**config.mk**
```make
export PLATFORM = sky130hd
export DESIGN_NAME = byte_chain_packet_cipher_core
export DESIGN_NICKNAME = d
export VERILOG_FILES = /design/src/hdl/bcpc_pkg.sv /design/src/hdl/bcpc_mem.sv /design/src/hdl/bcpc_xform.sv /design/src/hdl/byte_chain_packet_cipher_core.sv
export SDC_FILE = /design/constraint.sdc
export NUM_CORES = 1
export LEC_CHECK = 0
export ABC_CLOCK_PERIOD_IN_PS = 11560
export BUFFER_PORTS_ARGS = -buffer_cell sky130_fd_sc_hd__buf_2
export CORE_UTILIZATION = 60
export CTS_CLUSTER_DIAMETER = 50
export DETAILED_ROUTE_END_ITERATION = 8
export PLACE_DENSITY_LB_ADDON = 0.05
export SYNTH_ARGS = -nofsm -noshare
export SYNTH_HDL_FRONTEND = slang
export SYNTH_SLANG_ARGS = --single-unit
```
**constraint.sdc**
```tcl
create_clock -name clk -period 11.56 [get_ports clk]
set_input_delay 3.468 -clock clk [delete_from_list [all_inputs] [get_ports clk]]
set_output_delay 3.468 -clock clk [all_outputs]
set_load 0.01 [all_outputs]
```
**src/hdl/bcpc_pkg.sv**
```systemverilog
// Shared types and constants for the byte chain packet cipher.
`timescale 1ns / 1ps
`default_nettype none

package bcpc_pkg;

	// Default buffer capacity in bytes (valid range 1 to 64).
	localparam int MAX_PACKET_DEF = 64;

	// Width of the byte count and of the position count.
	localparam int CNT_W = 7;

	localparam logic [7:0] ADD_KEY = 8'h48;
	localparam logic [7:0] XOR_KEY = 8'h13;

	typedef struct packed {
		logic [7:0] data_byte;
		logic       last;
	} in_word_t;

	typedef struct packed {
		logic [7:0] out_byte;
		logic       out_last;
		logic       overflow;
	} out_word_t;

	// Controls for one byte of a cipher pass.
	typedef struct packed {
		logic [CNT_W-1:0] pos;
		logic             backward;
		logic             decode;
		logic             first;
	} xf_ctrl_t;

endpackage

`default_nettype wire

```
**src/hdl/bcpc_mem.sv**
```systemverilog
// Packet buffer memory: one write port and one read port with registered read data.
`timescale 1ns / 1ps
`default_nettype none

module bcpc_mem #(
	parameter int DEPTH = bcpc_pkg::MAX_PACKET_DEF,
	parameter int AW    = 6
) (
	input  wire logic          clk,
	input  wire logic          we,
	input  wire logic [AW-1:0] waddr,
	input  wire logic [7:0]    wdata,
	input  wire logic          ren,
	input  wire logic [AW-1:0] raddr,
	output logic      [7:0]    rdata
);

	logic [7:0] mem_q [DEPTH];

	always_ff @(posedge clk) begin
		if (we) begin
			mem_q[waddr] <= wdata;
		end
	end

	// Read returns the old contents when the same entry is written in the same cycle.
	always_ff @(posedge clk) begin
		if (ren) begin
			rdata <= mem_q[raddr];
		end
	end

endmodule

`default_nettype wire

```
**src/hdl/bcpc_xform.sv**
```systemverilog
// Byte transform for one step of a forward or backward pass, encode or decode.
`timescale 1ns / 1ps
`default_nettype none

module bcpc_xform (
	input  wire bcpc_pkg::xf_ctrl_t ctrl,
	input  wire logic [7:0]         din,
	input  wire logic [7:0]         chain,
	output logic      [7:0]         dout,
	output logic      [7:0]         chain_nx
);

	function automatic logic [7:0] rol8(input logic [7:0] v, input logic [2:0] n);
		logic [15:0] d;
		d = {v, v} << n;
		return d[15:8];
	endfunction

	function automatic logic [7:0] ror8(input logic [7:0] v, input logic [2:0] n);
		logic [15:0] d;
		d = {v, v} >> n;
		return d[7:0];
	endfunction

	logic [7:0] pos8;
	logic [7:0] ch;
	logic [7:0] t;
	logic [7:0] u;

	assign pos8 = 8'(ctrl.pos);
	assign ch   = ctrl.first ? 8'h00 : chain;

	always_comb begin
		t        = 8'h00;
		u        = 8'h00;
		dout     = 8'h00;
		chain_nx = 8'h00;
		if (!ctrl.decode && !ctrl.backward) begin
			t        = (rol8(din, 3'd3) + pos8) ^ ch;
			chain_nx = t;
			u        = ~ror8(t, ctrl.pos[2:0]);
			dout     = u + bcpc_pkg::ADD_KEY;
		end else if (!ctrl.decode) begin
			t        = (rol8(din, 3'd4) + pos8) ^ ch;
			chain_nx = t;
			dout     = ror8(t ^ bcpc_pkg::XOR_KEY, 3'd3);
		end else if (ctrl.backward) begin
			t        = rol8(din, 3'd3) ^ bcpc_pkg::XOR_KEY;
			chain_nx = t;
			u        = (t ^ ch) - pos8;
			dout     = ror8(u, 3'd4);
		end else begin
			u        = din - bcpc_pkg::ADD_KEY;
			t        = rol8(~u, ctrl.pos[2:0]);
			chain_nx = t;
			u        = (t ^ ch) - pos8;
			dout     = ror8(u, 3'd3);
		end
	end

endmodule

`default_nettype wire

```
**src/hdl/byte_chain_packet_cipher_core.sv**
```systemverilog
// Top level of the byte chain packet cipher: sequencer, buffer memory and byte transform.
`timescale 1ns / 1ps
`default_nettype none

// Usage. Packet bytes enter on item (data_byte, last) and are taken at a clock edge where
// start is high and busy is low; one word per cycle is allowed while busy stays low.
// Bytes are stored in order; once MAX_PACKET bytes are held, further bytes are dropped
// and the packet is flagged as overflowed. A word with last set ends the packet.
// The block then raises busy and runs three rounds over the buffer, each round being
// two passes, one byte per cycle, through the single read port of the buffer memory.
// It then reads the buffer out in order, one byte per cycle, and each result word
// sits on result for exactly one cycle, marked by strobe, with out_last on the final
// byte and overflow on every byte of a flagged packet. The last result is shown in
// the first cycle after busy falls, while a new packet may already be loading.
// The receiver cannot stall, so results are never held back.
// direction is to be written through direction_we and direction_wdata while the block is
// idle; the block does not enforce this. It is sampled when the last word of a packet
// arrives (0 encodes, 1 decodes). Reset clears all control state and selects encode;
// the buffer needs no clearing, as only entries written for the current packet are read.
module byte_chain_packet_cipher_core #(
	parameter int MAX_PACKET = bcpc_pkg::MAX_PACKET_DEF
) (
	input  wire logic                clk,
	input  wire logic                arst_n,
	input  wire logic                start,
	output logic                     busy,
	input  wire bcpc_pkg::in_word_t  item,
	output logic                     strobe,
	output bcpc_pkg::out_word_t      result,
	input  wire logic                direction_we,
	input  wire logic                direction_wdata
);

	localparam int AW = (MAX_PACKET > 1) ? $clog2(MAX_PACKET) : 1;
	localparam int CW = bcpc_pkg::CNT_W;
	localparam logic [CW-1:0] MAX_CNT = CW'(MAX_PACKET);

	localparam logic [1:0] ST_LOAD   = 2'd0;
	localparam logic [1:0] ST_CIPHER = 2'd1;
	localparam logic [1:0] ST_EMIT   = 2'd2;

	// Control state.
	logic [1:0]    state_q;
	logic [CW-1:0] count_q;
	logic [CW-1:0] len_q;
	logic [CW-1:0] pos_q;
	logic [1:0]    round_q;
	logic          half_q;
	logic          ovf_q;
	logic          dir_q;
	logic          dec_q;
	logic          val_s1;
	logic          emit_s1;

	// Payload of the read stage.
	logic [7:0]          chain_q;
	logic [AW-1:0]       idx_s1;
	bcpc_pkg::xf_ctrl_t  xc_s1;
	logic                fwd_s1;
	logic [7:0]          fwdd_s1;
	logic                last_s1;
	logic                ovf_s1;

	logic          accept;
	logic          room;
	logic [CW-1:0] new_len;
	logic          backward;
	logic          issue;
	logic [AW-1:0] raddr;
	logic          we;
	logic [AW-1:0] waddr;
	logic [7:0]    wdata;
	logic [7:0]    rdata;
	logic [7:0]    data_s1;
	logic [7:0]    xf_out;
	logic [7:0]    chain_nx;

	assign busy     = (state_q != ST_LOAD);
	assign accept   = start && !busy;
	assign room     = (count_q < MAX_CNT);
	assign new_len  = room ? (count_q + CW'(1)) : count_q;
	assign backward = half_q ^ dec_q;
	assign issue    = (state_q == ST_CIPHER) || (state_q == ST_EMIT);

	// Forward passes walk the buffer from the front, backward passes from the end.
	always_comb begin
		if ((state_q == ST_CIPHER) && backward) begin
			raddr = AW'(pos_q - CW'(1));
		end else begin
			raddr = AW'(len_q - pos_q);
		end
	end

	// The write port serves loading while idle and the transform write-back otherwise.
	always_comb begin
		if (state_q == ST_LOAD) begin
			we    = accept && room;
			waddr = AW'(count_q);
			wdata = item.data_byte;
		end else begin
			we    = val_s1;
			waddr = idx_s1;
			wdata = xf_out;
		end
	end

	// A new pass starts on the entry the previous pass just finished, so that
	// write is forwarded to the read that is issued in the same cycle.
	assign data_s1 = fwd_s1 ? fwdd_s1 : rdata;

	bcpc_mem #(
		.DEPTH(MAX_PACKET),
		.AW   (AW)
	) u_mem (
		.clk  (clk),
		.we   (we),
		.waddr(waddr),
		.wdata(wdata),
		.ren  (issue),
		.raddr(raddr),
		.rdata(rdata)
	);

	bcpc_xform u_xform (
		.ctrl    (xc_s1),
		.din     (data_s1),
		.chain   (chain_q),
		.dout    (xf_out),
		.chain_nx(chain_nx)
	);

	always_ff @(posedge clk or negedge arst_n) begin
		if (!arst_n) begin
			state_q <= ST_LOAD;
			count_q <= '0;
			len_q   <= '0;
			pos_q   <= '0;
			round_q <= '0;
			half_q  <= 1'b0;
			ovf_q   <= 1'b0;
			dir_q   <= 1'b0;
			dec_q   <= 1'b0;
			val_s1  <= 1'b0;
			emit_s1 <= 1'b0;
			chain_q <= '0;
		end else begin
			if (direction_we) begin
				dir_q <= direction_wdata;
			end
			if (val_s1) begin
				chain_q <= chain_nx;
			end
			val_s1  <= (state_q == ST_CIPHER);
			emit_s1 <= (state_q == ST_EMIT);
			unique case (state_q)
				ST_LOAD: begin
					if (accept) begin
						if (!room) begin
							ovf_q <= 1'b1;
						end
						if (item.last) begin
							state_q <= ST_CIPHER;
							len_q   <= new_len;
							pos_q   <= new_len;
							count_q <= '0;
							round_q <= '0;
							half_q  <= 1'b0;
							dec_q   <= dir_q;
						end else begin
							count_q <= new_len;
						end
					end
				end
				ST_CIPHER: begin
					if (pos_q == CW'(1)) begin
						pos_q  <= len_q;
						half_q <= !half_q;
						if (half_q) begin
							round_q <= round_q + 2'd1;
							if (round_q == 2'd2) begin
								state_q <= ST_EMIT;
							end
						end
					end else begin
						pos_q <= pos_q - CW'(1);
					end
				end
				ST_EMIT: begin
					if (pos_q == CW'(1)) begin
						state_q <= ST_LOAD;
						ovf_q   <= 1'b0;
						round_q <= '0;
					end else begin
						pos_q <= pos_q - CW'(1);
					end
				end
				default: begin
					state_q <= ST_LOAD;
				end
			endcase
		end
	end

	always_ff @(posedge clk) begin
		idx_s1         <= raddr;
		xc_s1.pos      <= pos_q;
		xc_s1.backward <= backward;
		xc_s1.decode   <= dec_q;
		xc_s1.first    <= (pos_q == len_q);
		fwd_s1         <= we && (waddr == raddr);
		fwdd_s1        <= wdata;
		last_s1        <= (pos_q == CW'(1));
		ovf_s1         <= ovf_q;
	end

	assign strobe          = emit_s1;
	assign result.out_byte = data_s1;
	assign result.out_last = last_s1;
	assign result.overflow = ovf_s1;

	// A result word only follows a read issued by the output sweep.
	a_strobe_from_emit: assert property (@(posedge clk) disable iff (!arst_n)
		strobe |-> $past(state_q == ST_EMIT))
		else $error("result word without an output read");

	// The read stage carries either a transform step or an output byte, never both.
	a_stage_exclusive: assert property (@(posedge clk) disable iff (!arst_n)
		!(val_s1 && emit_s1))
		else $error("transform and output collide in the read stage");

	// The position count stays within the packet while the passes run.
	a_pos_range: assert property (@(posedge clk) disable iff (!arst_n)
		(state_q == ST_CIPHER) |-> ((pos_q != '0) && (pos_q <= len_q)))
		else $error("position count out of range");

	// The fill count never passes the buffer capacity.
	a_count_cap: assert property (@(posedge clk) disable iff (!arst_n)
		count_q <= MAX_CNT)
		else $error("buffer fill count beyond capacity");

	// The final byte of a packet closes its run of result words.
	a_last_ends_run: assert property (@(posedge clk) disable iff (!arst_n)
		(strobe && result.out_last) |=> !strobe)
		else $error("result word after the final byte");

endmodule

`default_nettype wire

```
Word-level counts from Yosys, hierarchy flattened

Memory sizes are Yosys's and may differ from the RTL's. A register that Yosys moved wholly into a read port is not among the register bits.
Cells that the tools add are included.

Bitwise gates (word level): 9
Shift operators: 2
Equality and inequality tests: 14
Add/subtract/negate cells: 10
Order comparisons: 1
Reduce and logical (&&, ||, !) cells: 22
Mux-type cells: 41

Operators by type and width:

| kind                                                | number |
|---|---|
| 2-to-1 mux 8 bit                                    | 9 |
| 2-to-1 mux 7 bit                                    | 6 |
| XOR 8 bit                                           | 4 |
| case mux 7 bit (3 select lines)                     | 1 |
| 2-to-1 mux 2 bit                                    | 10 |
| adder 8 x 7 -> 8 bit                                | 2 |
| inverter 8 bit                                      | 2 |
| left shift 16 x 3 -> 16 bit                         | 1 |
| right shift 16 x 3 -> 8 bit                         | 1 |
| subtractor 8 x 7 -> 8 bit                           | 2 |
| 2-to-1 mux 6 bit                                    | 2 |
| case mux 2 bit (3 select lines)                     | 2 |
| AND reduction 4 bit                                 | 3 |
| AND reduction 6 bit                                 | 2 |
| inequality test 2 bit, second input constant        | 5 |
| 2-to-1 mux 1 bit                                    | 9 |
| adder 8 x 7 -> 8 bit, second input constant         | 1 |
| subtractor 8 x 7 -> 8 bit, second input constant    | 1 |
| adder 7 x 1 -> 7 bit, second input constant         | 1 |
| equality test 7 x 1 -> 1 bit, second input constant | 1 |
| equality test 7 bit                                 | 1 |
| < comparator 7 bit, second input constant           | 1 |
| subtractor 7 x 1 -> 7 bit, second input constant    | 1 |
| equality test 6 bit                                 | 1 |
| 16 further kinds                                    | 30 |

Memories kept: 1
Output and inout port bits: 12
Bits in writable memories: 512
Bits of input ports: 14
Register bits after elaboration: 66
Word-level logic and storage cells: 121

Memories:

| memory      | words | width | read ports | clocked after Yosys merged registers in | wr ports | RTL line       | RTL |
|---|---|---|---|---|---|---|---|
| u_mem.mem_q | 64    | 8     | 1          | 1                                       | 1        | bcpc_mem.sv:18 | `logic [7:0] mem_q [DEPTH];` |

Depth between registers and ports, before layout

Depth in word-level cells: 10
Mapped depth: 22
Mapped depth without buffers: 21

Hierarchy

A second synthesis with hierarchy kept.

Cells, all modules: 1,599
Area, all modules: 26,166.3 um^2

By module, submodules not included:

| module                        | times used | area an instance (um^2) | sequential area each (um^2) | cells an instance |
|---|---|---|---|---|
| bcpc_mem                      | 1          | 20,246.9                | 15,615.0                    | 940 |
| byte_chain_packet_cipher_core | 1          | 3,261.9                 | 1,516.5                     | 320 |
| bcpc_xform                    | 1          | 2,657.5                 | 0.0                         | 339 |

Worst setup path before layout

OpenSTA, ideal clock, no wires.

Path kind: reg2reg
Start: register fwd_s1
End: memory u_mem.mem_q[0][3], data pin
Cell stages (with the launch flop): 23
Required time: 10,644 ps
Clock period less this slack: 8,238 ps
Path buffers: 1
Arrival: 7,321 ps
Library setup time: 916 ps
Path slack: 3,322 ps
Path through: dfxtp_1 > buf_2 > mux2i_1 > ha_1 > inv_1 > o211ai_1 > o21ai_0 > xnor2_1 > a21oi_1 > mux2i_1 > mux2i_1 > xor2_1 > ha_1 > fa_1 > nor2b_1 > o21ai_0 > nand2b_1 > a21o_1 > a21oi_1 > xnor2_1 > nand2_1 > o211a_1 > o41ai_1

Cells in the longest elaborated chain, start to end: 10
Elaborated cells between the ends (all ways): 20
Those cells by class: 6 x add/sub; 2 x shift; 5 x mux; 7 x bitwise

RTL lines:

| item                        | RTL line                             | RTL |
|---|---|---|
| start: declaration          | byte_chain_packet_cipher_core.sv:59  | `logic fwd_s1;` |
| start signal: assignment    | byte_chain_packet_cipher_core.sv:210 | `fwd_s1 <= we && (waddr == raddr);` |
| 2-to-1 mux 8 bit *          | byte_chain_packet_cipher_core.sv:109 | `assign data_s1 = fwd_s1 ? fwdd_s1 : rdata;` |
| subtractor 8 x 7 -> 8 bit   | bcpc_xform.sv:53                     | `u = din - bcpc_pkg::ADD_KEY;` |
| inverter 8 bit              | bcpc_xform.sv:54                     | `t = rol8(~u, ctrl.pos[2:0]);` |
| left shift 16 x 3 -> 16 bit | bcpc_xform.sv:15                     | `d = {v, v} << n;` |
| XOR 8 bit                   | bcpc_xform.sv:56                     | `u = (t ^ ch) - pos8;` |
| subtractor 8 x 7 -> 8 bit   | bcpc_xform.sv:56                     |  |
| 2-to-1 mux 8 bit            | bcpc_xform.sv:47                     | `end else if (ctrl.backward) begin` |
| 2-to-1 mux 8 bit            | bcpc_xform.sv:43                     | `end else if (!ctrl.decode) begin` |
| 2-to-1 mux 8 bit *          | bcpc_xform.sv:38                     | `if (!ctrl.decode && !ctrl.backward) begin` |
| 2-to-1 mux 8 bit *          | byte_chain_packet_cipher_core.sv:96  | `if (state_q == ST_LOAD) begin` |
| via u_mem.wdata[3]          | bcpc_mem.sv:12                       | `input wire logic [7:0] wdata,` |
| end: declaration            | bcpc_mem.sv:18                       |  |

Mark *: on every way through the listed nets, which the timed path passes. The rest lies on a longest branch.

Worst setup path after layout

Start: register state_q[1]
End: output port busy

Cells in the longest elaborated chain, start to end: 1

RTL lines:

| item                     | RTL line                             | RTL |
|---|---|---|
| start: declaration       | byte_chain_packet_cipher_core.sv:43  | `logic [1:0] state_q;` |
| start signal: assignment | byte_chain_packet_cipher_core.sv:134 | `state_q <= ST_LOAD;` |
| start signal: assignment | byte_chain_packet_cipher_core.sv:162 | `state_q <= ST_CIPHER;` |
| start signal: assignment | byte_chain_packet_cipher_core.sv:181 | `state_q <= ST_EMIT;` |
| nonzero test 2 bit       | byte_chain_packet_cipher_core.sv:78  | `assign busy = (state_q != ST_LOAD);` |
| end: declaration         | byte_chain_packet_cipher_core.sv:26  | `output logic busy,` |

Every way passes these cells.

==> flow_metrics.env <==
export IMPL_core_area_um2=44500
export IMPL_area_growth_pct=10.0
export IMPL_cts_sinks=586
export IMPL_antenna_left=0
export IMPL_synth_nets=1969
export IMPL_viasPerCell=6.13
export IMPL_path_clk_slew_ps=60
export IMPL_finalCritPeriodShare=0.502
export IMPL_regArea_um2=17100
export IMPL_r2r_cells=17
export IMPL_ys_ff_latch=586
export IMPL_timing_rr_end="u_mem.mem_q[28][6]$_DFFE_PP_"
export IMPL_hold_path_class="flip-flop to flip-flop"
export IMPL_worst_pin_slew_ps=1150
export IMPL_setup_tns_ps=0
export IMPL_gr_total_overflow=0
export IMPL_track_usage=0.279
export IMPL_startpoint="state_q[1]$_DFFE_PN0P_"
export IMPL_clk_path_buf_depth=3
export IMPL_die_h_um=215
export IMPL_routed_wl_um=63100
export IMPL_dieArea_um2=46300
export IMPL_maxSlewHeadroom=0.234
export IMPL_io_pins=26
export IMPL_cts_setup_buffers=0
export IMPL_crit_path_top_delay_cell="inv_1"
export IMPL_initial_core_util=0.613
export IMPL_drt_pass1_iterations=5
export IMPL_netlist_instances=1908
export IMPL_grt_pass1_wl_um=96400
export IMPL_ctsResizeCount=0
export IMPL_routedWlPerCell_um=24.7
export IMPL_cts_tree="built"
export IMPL_antenna_found_initial=0
export IMPL_cpMostUsedCell="inv_1"
export IMPL_min_from="ovf_q$_DFFE_PN0P_"
export IMPL_n_antenna_cell=0
export IMPL_hold_viol=0
export IMPL_post_dp_hpwl_um=38700
export IMPL_cp_start_kind="flip-flop"
export IMPL_grt_max_degree=162
export IMPL_rrSetupSlack_ps=5840
export IMPL_cp_slowest_stage_delay_ps=610
export IMPL_worstSetupPathType="flip-flop to output port"
export IMPL_finalSetupViolCount=0
export IMPL_cts_buffers=66
export IMPL_synth_top_area_cell="edfxtp_1"
export IMPL_holdPathStages=0
export IMPL_period_needed_ps=5800
export IMPL_crit_path_cell_trace="inv_1, ha_1, buf_4, inv_1, buf_2"
export IMPL_synth_ff_type="edfxtp_1"
export IMPL_synth_yosys_seq_area_share=0.628
export IMPL_dr_total_vias=15700
export IMPL_hold_buffers=0
export IMPL_status="complete, no violations"
export IMPL_drc_errors=0
export IMPL_die_x_um=215
export IMPL_root_buffer="clkbuf_16"
export IMPL_fill_cells=3168
export IMPL_maxCapViolCount=0
export IMPL_async_flop_share=0.0666
export IMPL_synthTopCellsByArea="edfxtp_1 57%, mux2i_1 15%, dfrtp_1 3.6%"
export IMPL_rsz0062_at_grt="no"
export IMPL_multi_input_area_um2=9480
export IMPL_worstHoldEndpoint="ovf_s1$_DFF_P_"
export IMPL_cp_required_ps=8090
export IMPL_finalMaxSlewViolations=0
export IMPL_drt_initial_drc_count=1292
export IMPL_rows=77
export IMPL_skew_ps=24.5
export IMPL_drive_gt1_frac=0.118
export IMPL_clk_latency_ps=600
export IMPL_yosys_warnings=0
export IMPL_avgSynthCellArea_um2=14.3
export IMPL_rr_startpoint="fwd_s1$_DFF_P_"
export IMPL_synth_top_area_frac=0.573
export IMPL_fin_nets=1979
export IMPL_place_gp_congestion=0.908
export IMPL_syn_cell_area_um2=27300
export IMPL_synth_edff_count=520
export IMPL_end_kind="output port"
export IMPL_ys_types=67
export IMPL_grt_pass1_vias=15700
export IMPL_critical_path_arrival_ps=2340
export IMPL_crit_fanout=24
export IMPL_port_buffers=25
export IMPL_ctsHtreeMaxLevel=3
export IMPL_fmax_ghz=0.172
[placed cells by master, fill, tap and decap left out, types with 19 or more instances in the layout]
cell and count:
dfxtp_1 27, o21ai_0 53, nand2_1 84, ha_1 42
xor2_1 28, a21oi_1 53, mux2i_1 418, buf_4 19
nor2_1 163, mux2_2 64, buf_2 25, edfxtp_1 520
xnor2_1 56, dfrtp_1 39, a2111oi_0 34, clkbuf_16 67
inv_1 41
[layout make-up]
cell class | instances | area share
clock buffer | 81 | 0.0586
clock inverter | 37 | 0.0139
inverter | 44 | 0.00551
multi-input combinational | 1174 | 0.316
sequential | 586 | 0.571
tap | 592 | 0.0247
timing repair buffer | 46 | 0.0103
[worst max-delay path, delay by kind of cell, from the launching register on]
family                     cells  cell delay, ps
adders and majority gates      1             170
buffers and inverters          4            1190
DFF                            1             390
[how the worst max path moves through the flow]
stage | endpoint | depth (start not counted)
global route | u_mem.mem_q[28][6]$_DFFE_PP_ | 17
detailed placement | u_mem.mem_q[50][7]$_DFFE_PP_ | 6
CTS | busy | 5
floorplan | u_mem.mem_q[0][3]$_DFFE_PP_ | 22
finish | busy | 5
global placement | u_mem.mem_q[50][0]$_DFFE_PP_ | 6
[registers in the layout, indices dropped and copies added, names as in the netlist]
name	count
fwd_s1	1
dir_q	1
fwdd_s1	8
len_q	7
val_s1	1
u_mem.rdata	8
xc_s1	10
count_q	7
pos_q	7
u_mem.mem_q	512
chain_q	8
ovf_q	1
strobe	1
round_q	2
state_q	2
half_q	1
idx_s1	6
dec_q	1
last_s1	1
ovf_s1	1
[cells by family after synthesis]
kind of cell	count (synthesis)	share of synthesized area
AOI/OAI and AO/OA	235	0.0578
buffers and inverters	148	0.0289
xor gates and xnor gates	85	0.0276
and+or+nand+nor	318	0.0496
adders and majority gates	47	0.0229
muxes	489	0.185
DFF	586	0.628
[Yosys cell counts (4+ instances only)]
master / n
edfxtp_1: 520
mux2i_1: 418
nor2_1: 164
nand2_1: 84
mux2_2: 64
o21ai_0: 56
xnor2_1: 56
a21oi_1: 55
clkbuf_1: 48
ha_1: 42
inv_1: 41
dfrtp_1: 39
a2111oi_0: 34
xor2_1: 28
dfxtp_1: 27
buf_6: 22
buf_2: 20
a211o_1: 16
nor2b_1: 16
a21o_1: 13
nor3_1: 13
buf_4: 11
nand3_1: 9
o211ai_1: 9
o31ai_1: 7
nand2b_1: 6
a31oi_1: 5
and3_1: 5
fa_1: 5
mux4_2: 5
o22ai_1: 5
a211oi_1: 4
o21bai_1: 4
[stage by stage]
step	cells	util	area, um2	setup slack, ps	hold WS [ps]
finish	2560	0.674	30000	5760	418
global route	2560	0.674	30000	5300	422
CTS	2560	0.674	30000	5730	415
detailed placement	2442	0.625	27800	5450	402
global placement	2442	0.625	27800	5640	396
floorplan	1908	-	27300	3320	362
[per-layer routing]
layer	wire (um)	GRT usage
met5	0	0
met3	3760	0.0442
met1	27900	0.395
met4	2520	0.111
met2	29000	0.435
Power is left out: the tool's default activity adds up to more than one toggle a clock period on the data nets, which glitch-free logic cannot reach.
